[config.mk]
export PLATFORM = sky130hd
export DESIGN_NAME = sha256_byte_stream_hasher
export DESIGN_NICKNAME = d
export VERILOG_FILES = /design/src/design/sbsh_pkg.sv /design/src/design/sbsh_core.sv /design/src/design/sbsh_ctrl.sv /design/src/design/sha256_byte_stream_hasher.sv
export SDC_FILE = /design/constraint.sdc
export NUM_CORES = 2
export LEC_CHECK = 0
export BUFFER_PORTS_ARGS = -buffer_cell sky130_fd_sc_hd__buf_4
export CAP_MARGIN = 15
export CORE_MARGIN = 2
export CORE_UTILIZATION = 60
export CTS_CLUSTER_DIAMETER = 150
export DETAILED_ROUTE_END_ITERATION = 7
export GPL_ROUTABILITY_DRIVEN = 1
export PLACE_DENSITY = 0.73
export SYNTH_ARGS = -nofsm -noshare
export SYNTH_HDL_FRONTEND = slang
export SYNTH_SLANG_ARGS = --single-unit
export TNS_END_PERCENT = 50
[constraint.sdc]
create_clock -name clk -period 12.15 [get_ports clk]
set_input_delay 2.43 -clock clk [delete_from_list [all_inputs] [get_ports clk]]
set_output_delay 2.43 -clock clk [all_outputs]
set_load 0.05 [all_outputs]
[src/design/sbsh_pkg.sv]
// Shared types and constants for the SHA-256 byte stream hasher.
// No dependencies; imported by sbsh_ctrl, sbsh_core and the top level.
package sbsh_pkg;

    typedef enum logic [2:0] {
        ST_IDLE,
        ST_PAD,
        ST_ROUND,
        ST_UPDATE,
        ST_OUT
    } state_t;

    localparam logic ACT_ABSORB = 1'b0;
    localparam logic ACT_FINISH = 1'b1;

    localparam logic [7:0] PAD_MARK   = 8'h80;
    localparam logic [5:0] LEN_POS    = 6'd56;
    localparam logic [5:0] LAST_POS   = 6'd63;
    localparam logic [5:0] LAST_ROUND = 6'd63;
    localparam logic [2:0] LAST_WORD  = 3'd7;

    localparam logic [31:0] H_INIT [8] = '{
        32'h6a09e667, 32'hbb67ae85, 32'h3c6ef372, 32'ha54ff53a,
        32'h510e527f, 32'h9b05688c, 32'h1f83d9ab, 32'h5be0cd19
    };

    localparam logic [31:0] K_TABLE [64] = '{
        32'h428a2f98, 32'h71374491, 32'hb5c0fbcf, 32'he9b5dba5,
        32'h3956c25b, 32'h59f111f1, 32'h923f82a4, 32'hab1c5ed5,
        32'hd807aa98, 32'h12835b01, 32'h243185be, 32'h550c7dc3,
        32'h72be5d74, 32'h80deb1fe, 32'h9bdc06a7, 32'hc19bf174,
        32'he49b69c1, 32'hefbe4786, 32'h0fc19dc6, 32'h240ca1cc,
        32'h2de92c6f, 32'h4a7484aa, 32'h5cb0a9dc, 32'h76f988da,
        32'h983e5152, 32'ha831c66d, 32'hb00327c8, 32'hbf597fc7,
        32'hc6e00bf3, 32'hd5a79147, 32'h06ca6351, 32'h14292967,
        32'h27b70a85, 32'h2e1b2138, 32'h4d2c6dfc, 32'h53380d13,
        32'h650a7354, 32'h766a0abb, 32'h81c2c92e, 32'h92722c85,
        32'ha2bfe8a1, 32'ha81a664b, 32'hc24b8b70, 32'hc76c51a3,
        32'hd192e819, 32'hd6990624, 32'hf40e3585, 32'h106aa070,
        32'h19a4c116, 32'h1e376c08, 32'h2748774c, 32'h34b0bcb5,
        32'h391c0cb3, 32'h4ed8aa4a, 32'h5b9cca4f, 32'h682e6ff3,
        32'h748f82ee, 32'h78a5636f, 32'h84c87814, 32'h8cc70208,
        32'h90befffa, 32'ha4506ceb, 32'hbef9a3f7, 32'hc67178f2
    };

    // Sequencer commands to the datapath.
    typedef struct packed {
        logic       wr_en;      // write one byte into the block window
        logic [5:0] wr_pos;
        logic [7:0] wr_byte;
        logic       load;       // copy hash words into working variables
        logic       round_en;   // run one compression round
        logic [5:0] round_idx;
        logic       update;     // fold working variables into hash words
        logic       init;       // restore initial hash words
        logic [2:0] rd_idx;     // digest word to present
    } core_ctrl_t;

endpackage

[src/design/sbsh_core.sv]
// SHA-256 datapath: 16-word block/schedule window, working variables,
// hash words and the single shared round unit. Depends on sbsh_pkg.
module sbsh_core (
    input  logic                clk,
    input  logic                rst_n,
    input  sbsh_pkg::core_ctrl_t ctrl,
    output logic [31:0]         rd_word
);
    import sbsh_pkg::*;

    function automatic logic [31:0] ror32(input logic [31:0] v, input int n);
        return (v >> n) | (v << (32 - n));
    endfunction

    logic [15:0][31:0] w_reg;
    logic [15:0][31:0] w_next;
    logic [7:0][31:0]  v_reg;
    logic [7:0][31:0]  v_next;
    logic [7:0][31:0]  hash_reg;
    logic [7:0][31:0]  hash_next;

    logic [31:0] w_new;
    logic [31:0] sig0;
    logic [31:0] sig1;
    logic [31:0] big0;
    logic [31:0] big1;
    logic [31:0] ch;
    logic [31:0] maj;
    logic [31:0] t1;
    logic [31:0] t2;
    logic [1:0]  lane_sh;

    // Round unit and rolling schedule word.
    always_comb
    begin
        sig0  = ror32(w_reg[1], 7) ^ ror32(w_reg[1], 18) ^ (w_reg[1] >> 3);
        sig1  = ror32(w_reg[14], 17) ^ ror32(w_reg[14], 19) ^ (w_reg[14] >> 10);
        w_new = w_reg[0] + sig0 + w_reg[9] + sig1;
        big1  = ror32(v_reg[4], 6) ^ ror32(v_reg[4], 11) ^ ror32(v_reg[4], 25);
        ch    = (v_reg[4] & v_reg[5]) ^ (~v_reg[4] & v_reg[6]);
        t1    = v_reg[7] + big1 + ch + K_TABLE[ctrl.round_idx] + w_reg[0];
        big0  = ror32(v_reg[0], 2) ^ ror32(v_reg[0], 13) ^ ror32(v_reg[0], 22);
        maj   = (v_reg[0] & v_reg[1]) ^ (v_reg[0] & v_reg[2]) ^ (v_reg[1] & v_reg[2]);
        t2    = big0 + maj;
    end

    // Window: byte writes while filling, shift by one word per round.
    always_comb
    begin
        w_next  = w_reg;
        lane_sh = ~ctrl.wr_pos[1:0];
        if (ctrl.wr_en)
        begin
            w_next[ctrl.wr_pos[5:2]][{lane_sh, 3'b000} +: 8] = ctrl.wr_byte;
        end
        else if (ctrl.round_en)
        begin
            for (int i = 0; i < 15; i++)
            begin
                w_next[i] = w_reg[i + 1];
            end
            w_next[15] = w_new;
        end
    end

    always_comb
    begin
        v_next = v_reg;
        if (ctrl.load)
        begin
            v_next = hash_reg;
        end
        else if (ctrl.round_en)
        begin
            v_next[7] = v_reg[6];
            v_next[6] = v_reg[5];
            v_next[5] = v_reg[4];
            v_next[4] = v_reg[3] + t1;
            v_next[3] = v_reg[2];
            v_next[2] = v_reg[1];
            v_next[1] = v_reg[0];
            v_next[0] = t1 + t2;
        end
    end

    always_comb
    begin
        hash_next = hash_reg;
        if (ctrl.init)
        begin
            for (int i = 0; i < 8; i++)
            begin
                hash_next[i] = H_INIT[i];
            end
        end
        else if (ctrl.update)
        begin
            for (int i = 0; i < 8; i++)
            begin
                hash_next[i] = hash_reg[i] + v_reg[i];
            end
        end
    end

    always_ff @(posedge clk)
    begin
        w_reg <= w_next;
        v_reg <= v_next;
    end

    always_ff @(posedge clk or negedge rst_n)
    begin
        if (!rst_n)
        begin
            for (int i = 0; i < 8; i++)
            begin
                hash_reg[i] <= H_INIT[i];
            end
        end
        else
        begin
            hash_reg <= hash_next;
        end
    end

    assign rd_word = hash_reg[ctrl.rd_idx];

endmodule

[src/design/sbsh_ctrl.sv]
// Sequencer for the SHA-256 hasher: byte fill, padding, round count,
// message length and digest readout. Depends on sbsh_pkg.
module sbsh_ctrl (
    input  logic                 clk,
    input  logic                 rst_n,
    input  logic                 item_valid,
    input  logic                 action,
    input  logic [7:0]           data_byte,
    output logic                 item_stall,
    output logic                 result_valid,
    input  logic                 result_stall,
    output logic [2:0]           word_index,
    output logic                 last_word,
    output sbsh_pkg::core_ctrl_t ctrl
);
    import sbsh_pkg::*;

    state_t      state_reg;
    state_t      state_next;
    logic [5:0]  fill_reg;
    logic [5:0]  fill_next;
    logic [60:0] msg_len_reg;
    logic [60:0] msg_len_next;
    logic [5:0]  pos_reg;
    logic [5:0]  pos_next;
    logic [5:0]  rnd_reg;
    logic [5:0]  rnd_next;
    logic        finish_reg;
    logic        finish_next;
    logic        mark_reg;
    logic        mark_next;
    logic        len_blk_reg;
    logic        len_blk_next;
    logic [2:0]  idx_reg;
    logic [2:0]  idx_next;

    logic        item_acc;
    logic        result_acc;
    logic [63:0] bit_len;
    logic [63:0] len_shift;
    logic [7:0]  pad_byte;

    assign item_acc   = item_valid && (state_reg == ST_IDLE);
    assign result_acc = result_valid && !result_stall;
    assign bit_len    = {msg_len_reg, 3'b000};
    assign len_shift  = bit_len >> {~pos_reg[2:0], 3'b000};

    always_comb
    begin
        if (mark_reg)
        begin
            pad_byte = PAD_MARK;
        end
        else if (len_blk_reg && (pos_reg >= LEN_POS))
        begin
            pad_byte = len_shift[7:0];
        end
        else
        begin
            pad_byte = 8'h00;
        end
    end

    // Next state.
    always_comb
    begin
        state_next = state_reg;
        unique case (state_reg)
            ST_IDLE:
            begin
                if (item_acc)
                begin
                    if (action == ACT_FINISH)
                        state_next = ST_PAD;
                    else if (fill_reg == LAST_POS)
                        state_next = ST_ROUND;
                end
            end
            ST_PAD:
            begin
                if (pos_reg == LAST_POS)
                    state_next = ST_ROUND;
            end
            ST_ROUND:
            begin
                if (rnd_reg == LAST_ROUND)
                    state_next = ST_UPDATE;
            end
            ST_UPDATE:
            begin
                if (!finish_reg)
                    state_next = ST_IDLE;
                else if (len_blk_reg)
                    state_next = ST_OUT;
                else
                    state_next = ST_PAD;
            end
            ST_OUT:
            begin
                if (result_acc && (idx_reg == LAST_WORD))
                    state_next = ST_IDLE;
            end
            default: state_next = ST_IDLE;
        endcase
    end

    // Outputs and datapath commands.
    always_comb
    begin
        item_stall     = (state_reg != ST_IDLE);
        result_valid   = (state_reg == ST_OUT);
        word_index     = idx_reg;
        last_word      = (idx_reg == LAST_WORD);
        ctrl           = '0;
        ctrl.round_idx = rnd_reg;
        ctrl.rd_idx    = idx_reg;
        unique case (state_reg)
            ST_IDLE:
            begin
                ctrl.wr_en   = item_acc && (action == ACT_ABSORB);
                ctrl.wr_pos  = fill_reg;
                ctrl.wr_byte = data_byte;
                ctrl.load    = ctrl.wr_en && (fill_reg == LAST_POS);
            end
            ST_PAD:
            begin
                ctrl.wr_en   = 1'b1;
                ctrl.wr_pos  = pos_reg;
                ctrl.wr_byte = pad_byte;
                ctrl.load    = (pos_reg == LAST_POS);
            end
            ST_ROUND:  ctrl.round_en = 1'b1;
            ST_UPDATE: ctrl.update   = 1'b1;
            ST_OUT:    ctrl.init     = result_acc && (idx_reg == LAST_WORD);
            default:   ctrl.update   = 1'b0;
        endcase
    end

    // Counters and flags.
    always_comb
    begin
        fill_next    = fill_reg;
        msg_len_next = msg_len_reg;
        pos_next     = pos_reg;
        rnd_next     = rnd_reg;
        finish_next  = finish_reg;
        mark_next    = mark_reg;
        len_blk_next = len_blk_reg;
        idx_next     = idx_reg;
        unique case (state_reg)
            ST_IDLE:
            begin
                if (item_acc && (action == ACT_ABSORB))
                begin
                    fill_next    = fill_reg + 6'd1;
                    msg_len_next = msg_len_reg + 61'd1;
                    rnd_next     = '0;
                end
                else if (item_acc)
                begin
                    finish_next  = 1'b1;
                    mark_next    = 1'b1;
                    pos_next     = fill_reg;
                    // length fits behind the marker only below byte 56
                    len_blk_next = (fill_reg < LEN_POS);
                end
            end
            ST_PAD:
            begin
                pos_next  = pos_reg + 6'd1;
                mark_next = 1'b0;
                rnd_next  = '0;
            end
            ST_ROUND:
            begin
                rnd_next = rnd_reg + 6'd1;
            end
            ST_UPDATE:
            begin
                if (finish_reg && !len_blk_reg)
                begin
                    len_blk_next = 1'b1;
                    pos_next     = '0;
                end
            end
            ST_OUT:
            begin
                if (result_acc)
                begin
                    idx_next = idx_reg + 3'd1;
                    if (idx_reg == LAST_WORD)
                    begin
                        fill_next    = '0;
                        msg_len_next = '0;
                        finish_next  = 1'b0;
                        len_blk_next = 1'b0;
                    end
                end
            end
            default: idx_next = idx_reg;
        endcase
    end

    always_ff @(posedge clk or negedge rst_n)
    begin
        if (!rst_n)
        begin
            state_reg   <= ST_IDLE;
            fill_reg    <= '0;
            msg_len_reg <= '0;
            pos_reg     <= '0;
            rnd_reg     <= '0;
            finish_reg  <= 1'b0;
            mark_reg    <= 1'b0;
            len_blk_reg <= 1'b0;
            idx_reg     <= '0;
        end
        else
        begin
            state_reg   <= state_next;
            fill_reg    <= fill_next;
            msg_len_reg <= msg_len_next;
            pos_reg     <= pos_next;
            rnd_reg     <= rnd_next;
            finish_reg  <= finish_next;
            mark_reg    <= mark_next;
            len_blk_reg <= len_blk_next;
            idx_reg     <= idx_next;
        end
    end

endmodule

[src/design/sha256_byte_stream_hasher.sv]
// SHA-256 over a byte stream: top level joining sequencer and datapath.
// Depends on sbsh_pkg, sbsh_ctrl and sbsh_core.
//
// Request channel: item_valid / item_stall with action and data_byte.
//   action = absorb appends data_byte to the current 64-byte block;
//   action = finish pads, appends the 64-bit bit length and hashes.
// Result channel: result_valid / result_stall with digest_word,
//   word_index and last_word; a finish yields eight words, H0 first.
//
// Timing, one request at a time (item_stall is high while busy):
//   absorb that does not fill the block: taken without going busy.
//   absorb that fills the block: accept, then 64 rounds, then the update.
//   finish with F bytes buffered: accept, padding from byte F to byte 63,
//   64 rounds, the update; if F >= 56 a second block is padded, run and updated.
//   Then the eight digest words go out, each held while the receiver stalls.
// The shared round unit does one SHA-256 round per cycle and the padding
// writes one byte per cycle into the same block window.
// result_stall holds the current digest word; nothing else moves meanwhile.
// Reset loads the initial hash values and clears length and fill count;
// after the last digest word is taken the same state is restored.
module sha256_byte_stream_hasher (
    input  logic        clk,
    input  logic        rst_n,
    input  logic        item_valid,
    output logic        item_stall,
    input  logic        action,
    input  logic [7:0]  data_byte,
    output logic        result_valid,
    input  logic        result_stall,
    output logic [31:0] digest_word,
    output logic [2:0]  word_index,
    output logic        last_word
);
    import sbsh_pkg::*;

    core_ctrl_t ctrl;

    sbsh_ctrl u_ctrl (
        .clk          (clk),
        .rst_n        (rst_n),
        .item_valid   (item_valid),
        .action       (action),
        .data_byte    (data_byte),
        .item_stall   (item_stall),
        .result_valid (result_valid),
        .result_stall (result_stall),
        .word_index   (word_index),
        .last_word    (last_word),
        .ctrl         (ctrl)
    );

    sbsh_core u_core (
        .clk     (clk),
        .rst_n   (rst_n),
        .ctrl    (ctrl),
        .rd_word (digest_word)
    );

endmodule

# Yosys cells after proc, flatten, opt, wreduce, memory -nomap -nowiden
# Memory sizes are Yosys's and may differ from the RTL's.
# Cells that the tools add are included.
[totals] regBits=1112 latchBits=0 mem_bits_rw=0 mem_bits_ro=2048 inputBits=13 wordCells=204 memories=1
[memory_table] name="(no name shown)" words=64 word_bits=32 rd=1 rd_clocked_by_memory_dff=0 write_ports=0 line="sbsh_core.sv:41" rtl="t1 = v_reg[7] + big1 + ch + K_TABLE[ctrl.round_idx] + w_reg[0];"
[classes] n_addsub=24 mul=0 div_mod_pow=0 magnitude_cmp=6 eq_ne=18 shift=3 mux=52 bitwise_logic=31 reduce_logical=28
[ops] operator="256-bit two-way mux" count=4
[ops] operator="512-bit two-way mux" count=2
[ops] operator="32-bit adder" count=18
[ops] operator="512-bit bitwise mux" count=1
[ops] operator="32-bit bitwise XOR" count=9
[ops] operator="61-bit two-way mux" count=3
[ops] operator="32-bit AND" count=5
[ops] operator="32-bit demux with 4-bit select" count=1
[ops] operator="32-bit two-way mux" count=4
[ops] operator="61-bit case mux with 2 select lines" count=1
[ops] operator="32-bit binary-select mux with 3-bit select" count=1
[ops] operator="64-bit by 6-bit >> shifter with 8-bit output" count=1
[ops] operator="61-bit by 1-bit adder with 61-bit output (second input constant)" count=1
[ops] operator="6-bit two-way mux" count=7
[ops] operator="6-bit case mux with 3 select lines" count=2
[ops] operator="32-bit inverter" count=1
[ops] operator="10-bit by 32-bit bitwise OR with 32-bit output" count=1
[ops] operator="13-bit by 32-bit bitwise OR with 32-bit output" count=1
[ops] operator="14-bit by 32-bit bitwise OR with 32-bit output" count=1
[ops] operator="15-bit by 32-bit bitwise OR with 32-bit output" count=1
[ops] operator="19-bit by 32-bit bitwise OR with 32-bit output" count=1
[ops] operator="21-bit by 32-bit bitwise OR with 32-bit output" count=1
[ops] operator="25-bit by 32-bit bitwise OR with 32-bit output" count=1
[ops] operator="26-bit by 32-bit bitwise OR with 32-bit output" count=1
[ops] operator="other kinds (44)" count=93

# Logic depth before layout (Yosys ltp)
[logic_depth] word_depth=12 depth_mapped=43 mapped_depth_nobuf=41

# Hierarchy
# Synthesis repeated with hierarchy kept, for this count alone.
[hier_totals] cells_unflattened=7766 hier_area_um2=77543.1
[by_module_without_submodules] module="sbsh_core" n_inst=1 cells_per_inst=7169 area_per_inst_um2=72056.6 seq_area_each_um2=29638.4
[by_module_without_submodules] module="sbsh_ctrl" n_inst=1 cells_per_inst=597 area_per_inst_um2=5486.5 seq_area_each_um2=2202.1

# Worst setup path before layout
# Ideal clock, no wire load.
[synth_path] kind="input to register" startpoint="in item_valid" endpoint="reg u_core.v_reg[0] in the netlist's numbering, enable pin" setup_ps=1951 t_arrival_ps=7780 required_time_ps=10199 slack_ps=2418 path_stages=8 n_path_buf=2 path_cell_list="nor2b_1 -> and2_1 -> nand3_1 -> nor2_1 -> a21oi_1 -> clkbuf_1 -> clkbuf_1 -> nand2_1"
[synth_between] elab_chain_cells=5
[synth_rtl] element="from (decl)" line="sha256_byte_stream_hasher.sv:24" rtl="input logic item_valid,"
[synth_rtl] element="1-bit logical AND" line="sbsh_ctrl.sv:43" rtl="assign item_acc = item_valid && (state_reg == ST_IDLE);"
[synth_rtl] element="1-bit logical AND" line="sbsh_ctrl.sv:120" rtl="ctrl.wr_en = item_acc && (action == ACT_ABSORB);"
[synth_rtl] element="1-bit logical AND" line="sbsh_ctrl.sv:123" rtl="ctrl.load = ctrl.wr_en && (fill_reg == LAST_POS);"
[synth_rtl] element="16-bit case mux with 2 select lines" line="sbsh_ctrl.sv:117" rtl="unique case (state_reg)"
[synth_rtl] element="2-bit nonzero test (no source line)"
[synth_rtl] element="to (signal assigned)" line="sbsh_core.sv:108" rtl="v_reg <= v_next;"
[synth_rtl] element="to (decl)" line="sbsh_core.sv:17" rtl="logic [7:0][31:0] v_reg;"
# No other way between the ends.
# A chain may end at the register's enable or synchronous reset.

==> qor.json <==
{
  "logic_synthesis": {
    "synthArstFlopShare_pct": 30.94,
    "post_synth_instance_area_um2": 75390,
    "number_of_cells_produced_by_synthesis": 7946,
    "ys_seq_area_share_pct": 42.23,
    "ys_seq_elements": 1112,
    "synth.avg_cell_area_um2": 9.488,
    "synth-edff-count": 768,
    "ys.warnings.count": 0,
    "post_synth_top_flop": "sky130_fd_sc_hd__edfxtp_1",
    "synth_cell_type_count": 88,
    "synthesis.nets": 8557
  },
  "clock_tree": {
    "clock_slew_at_the_register_clock_pins_of_the_worst_setup_and_hold_paths_ns": 0.07,
    "cts-hold-fix-buffers": 0,
    "cts-resized-gates": 0,
    "root_buffer": "sky130_fd_sc_hd__clkbuf_16",
    "clock-sinks": 1112,
    "post-cts-setup-buffers": 0,
    "clk-insertion-delay-late_ns": 0.83,
    "cts-htree-levels": 3,
    "ctsLongestPathBuffers": 3,
    "inserted_clock_buffers": 121,
    "cts_tree": "yes"
  },
  "floorplan": {
    "floorplan.core_area_um2": 125100,
    "pin_count": 51,
    "initial_core_utilization_pct": 60.28,
    "rows": 130,
    "floorplan.die_area_um2": 128500,
    "die_width_um": 358.5,
    "die_ht_um": 358.5
  },
  "setup_path": {
    "r2r_slack_ns": 1.44,
    "worstPathArrival_ns": 11.20,
    "cpMostUsedCell": "sky130_fd_sc_hd__fa_1",
    "critical_path_class": "reg -> reg",
    "critical_path.endpoint_type": "register",
    "worstRegToRegCells": 37,
    "slowest_stage": "sky130_fd_sc_hd__dfrtp_1",
    "critical-path-max-stage-delay_ns": 0.85,
    "critical_path_required_ns": 12.64,
    "cp_max_fo": 22,
    "timing.critical_path.from_type": "register"
  },
  "global_route": {
    "antenna_found_initial": 1,
    "grt.overflow.total": 0,
    "via_count_of_the_first_global_routing_pass": 59000,
    "grt_most_used_layer": "met2",
    "groute.layer.met1.usage_pct": 49.46,
    "largest_net_degree_at_the_start_of_global_routing": 225,
    "grtUsageMet3_pct": 7.223,
    "wire_length_of_the_first_global_routing_pass_um": 372900,
    "global_route.usage.met2_pct": 60.61,
    "groute.usage.overall_pct": 38.71
  },
  "route": {
    "drc_errors": 0,
    "drt_first_iter_violations": 7390,
    "detail_route.wirelength_um": 251200,
    "antenna_violating_nets_left": 0,
    "routed_wire_length_per_instance_um": 26.38,
    "first_pass_iters": 7,
    "vias": 61800,
    "viasPerCell": 6.489
  },
  "min_path": {
    "hold_path.class": "reg -> reg",
    "hold_path_depth": 2
  },
  "finish": {
    "layout.cells.most_common": "sky130_fd_sc_hd__nand2_1",
    "multiInputGateArea_um2": 40600,
    "synth_to_layout_area_growth_pct": 7.249,
    "final_util_pct": 64.64,
    "fin_nets": 8374,
    "area.sequential_um2": 31860,
    "layout_common_cells": "sky130_fd_sc_hd__nand2_1 (1574), sky130_fd_sc_hd__o21ai_0 (932), sky130_fd_sc_hd__edfxtp_1 (768), sky130_fd_sc_hd__a21oi_1 (450), sky130_fd_sc_hd__ha_1 (403)",
    "fillerInstances": 10180,
    "drive_gt1_share_pct": 7.623,
    "largest_reg_flops": 512
  },
  "sta": {
    "finalSetupViolations": 0,
    "grt_setup_unrepaired": "false",
    "finalCriticalPeriod_ns": 10.71,
    "setup_total_negative_slack_ns": 0,
    "worst_clock_skew_ns": 0.08831,
    "post-route-worst-setup-slack_ns": 1.444,
    "worst_margin_slew_ns": 1.250,
    "timing.fmax_mhz": 93.41,
    "worst_slew_margin_rel_pct": 15.77,
    "timing.final.crit_share_pct": 88.11,
    "hold_viol_final": 0,
    "final_max_slew_viol_count": 0
  },
  "place": {
    "place.port_buffers": 50,
    "gpl.final_weighted_congestion": 1.015,
    "place_worst_setup_slack_ns": 1.665,
    "post-dp-hpwl_um": 181200
  },
  "run": {
    "maxCapViolCount": 0
  },
  "power_and_ir_drop": {
    "power_density_nw_per_um2": 224.0,
    "vdd_ir_drop_max_mv": 0.1663,
    "total_leakage_power_nw": 32.20,
    "report.power.total_w": 0.01811
  },
  "status": {
    "outcome": "complete, no violations"
  }
}
[layer usage]
| layer | up-vias | routed length, um | share of wire, % |
|---|---|---|---|
| li1 | 27720 | - | - |
| met5 | - | 0 | 0 |
| met4 | 0 | 18730 | 7.5 |
| met1 | 29950 | 95400 | 38 |
| met2 | 3367 | 113900 | 45 |
| met3 | 762 | 23170 | 9.2 |
[synthesized netlist by cell type (9+ instances only)]
| master | count | area, um2 |
|---|---|---|
| sky130_fd_sc_hd__and3_1 | 39 | 244.0 |
| sky130_fd_sc_hd__o22ai_1 | 33 | 206.5 |
| sky130_fd_sc_hd__or2_2 | 20 | 125.1 |
| sky130_fd_sc_hd__o31a_1 | 9 | 78.83 |
| sky130_fd_sc_hd__xor2_1 | 266 | 2330 |
| sky130_fd_sc_hd__mux2i_1 | 33 | 330.3 |
| sky130_fd_sc_hd__a21boi_0 | 14 | 105.1 |
| sky130_fd_sc_hd__o21ai_0 | 932 | 4664 |
| sky130_fd_sc_hd__nor4_1 | 12 | 75.07 |
| sky130_fd_sc_hd__a21o_1 | 211 | 1584 |
| sky130_fd_sc_hd__nand2_1 | 1576 | 5916 |
| sky130_fd_sc_hd__and2_1 | 19 | 118.9 |
| sky130_fd_sc_hd__mux4_2 | 80 | 1802 |
| sky130_fd_sc_hd__o32ai_1 | 11 | 96.34 |
| sky130_fd_sc_hd__o21bai_1 | 50 | 375.4 |
| sky130_fd_sc_hd__a211oi_1 | 58 | 435.4 |
| sky130_fd_sc_hd__dfrtp_1 | 208 | 5205 |
| sky130_fd_sc_hd__nand3_1 | 142 | 710.7 |
| sky130_fd_sc_hd__clkbuf_1 | 382 | 1434 |
| sky130_fd_sc_hd__edfxtp_1 | 768 | 23060 |
| sky130_fd_sc_hd__a221oi_1 | 9 | 78.83 |
| sky130_fd_sc_hd__and4_1 | 11 | 96.34 |
| sky130_fd_sc_hd__nand4_1 | 37 | 231.5 |
| sky130_fd_sc_hd__a32o_1 | 38 | 380.4 |
| sky130_fd_sc_hd__mux2_2 | 45 | 506.7 |
| sky130_fd_sc_hd__or3_1 | 31 | 193.9 |
| sky130_fd_sc_hd__o31ai_1 | 44 | 330.3 |
| sky130_fd_sc_hd__buf_1 | 27 | 101.4 |
| sky130_fd_sc_hd__ha_1 | 403 | 5042 |
| sky130_fd_sc_hd__nor2_1 | 389 | 1460 |
| sky130_fd_sc_hd__a22o_1 | 17 | 148.9 |
| sky130_fd_sc_hd__xnor2_1 | 363 | 3179 |
| sky130_fd_sc_hd__a311oi_1 | 17 | 148.9 |
| sky130_fd_sc_hd__inv_1 | 388 | 1456 |
| sky130_fd_sc_hd__nor3_1 | 92 | 460.4 |
| sky130_fd_sc_hd__fa_1 | 195 | 3904 |
| sky130_fd_sc_hd__nor2b_1 | 45 | 281.5 |
| sky130_fd_sc_hd__nand2b_1 | 61 | 381.6 |
| sky130_fd_sc_hd__o21a_1 | 53 | 397.9 |
| sky130_fd_sc_hd__o211ai_1 | 28 | 210.2 |
| sky130_fd_sc_hd__a21oi_1 | 451 | 2257 |
| sky130_fd_sc_hd__a31oi_1 | 47 | 294.0 |
| sky130_fd_sc_hd__dfstp_2 | 136 | 3573 |
| sky130_fd_sc_hd__o22a_1 | 12 | 105.1 |
[stage by stage]
step	std cells	area [um2]	hold WS (ns)
after floorplan	7946	75390	0.4687
after global placement	9288	76860	0.4954
after detailed placement	9289	76860	0.5067
after CTS	9520	80850	0.4917
after global routing	9521	80850	0.4969
final	9523	80860	0.4743
[worst paths after layout]
path / start / endpoint
worst max register to register: u_ctrl.rnd_reg[0] / u_core.v_reg[28]
worst max-delay path: u_ctrl.rnd_reg[0] / u_core.v_reg[28]
worst min-delay path: u_core.w_reg[166] / u_core.w_reg[134]
min in group asynchronous: rst_n / u_core.hash_reg[214]
max in group asynchronous: rst_n / u_core.hash_reg[202]
worst min register to register: u_core.w_reg[166] / u_core.w_reg[134]
[area by class of cell]
type / instances / area share, %
inverters: 391 / 1.815
flip-flops and latches: 1112 / 39.40
clock buffers: 173 / 4.135
diodes: 2 / 0.006190
clock inverters: 58 / 0.7938
well taps: 1650 / 2.553
multi-input cells: 6029 / 50.21
repair buffers: 108 / 1.086
[worst max-delay path, delay by kind of cell (launching register included)]
family | cells | cell delay [ns]
fa+ha+maj | 8 | 3.74
compound gates | 15 | 3.06
simple gates | 7 | 1.13
flops | 1 | 0.85
buf+inv | 4 | 0.77
mux | 1 | 0.51
xor+xnor | 2 | 0.34
[where the power goes]
group	leakage (nW)	total, W	switching (W)	internal (W)
Clock	1.91	0.00373	0.00165	0.00207
Sequential	10.8	0.00564	0.000685	0.00495
Combinational	19.5	0.00874	0.00533	0.00341
Total	32.2	0.0181	0.00767	0.0104
[kinds of logic after synthesis]
kind of cell	after synthesis	synth area share (%)
simple gates	2503	13.98
mux	158	3.500
fa+ha+maj	601	11.91
buf+inv	805	4.031
compound gates	2138	17.05
xor+xnor	629	7.307
flops	1112	42.23
Power figures use the tool's default switching activity.
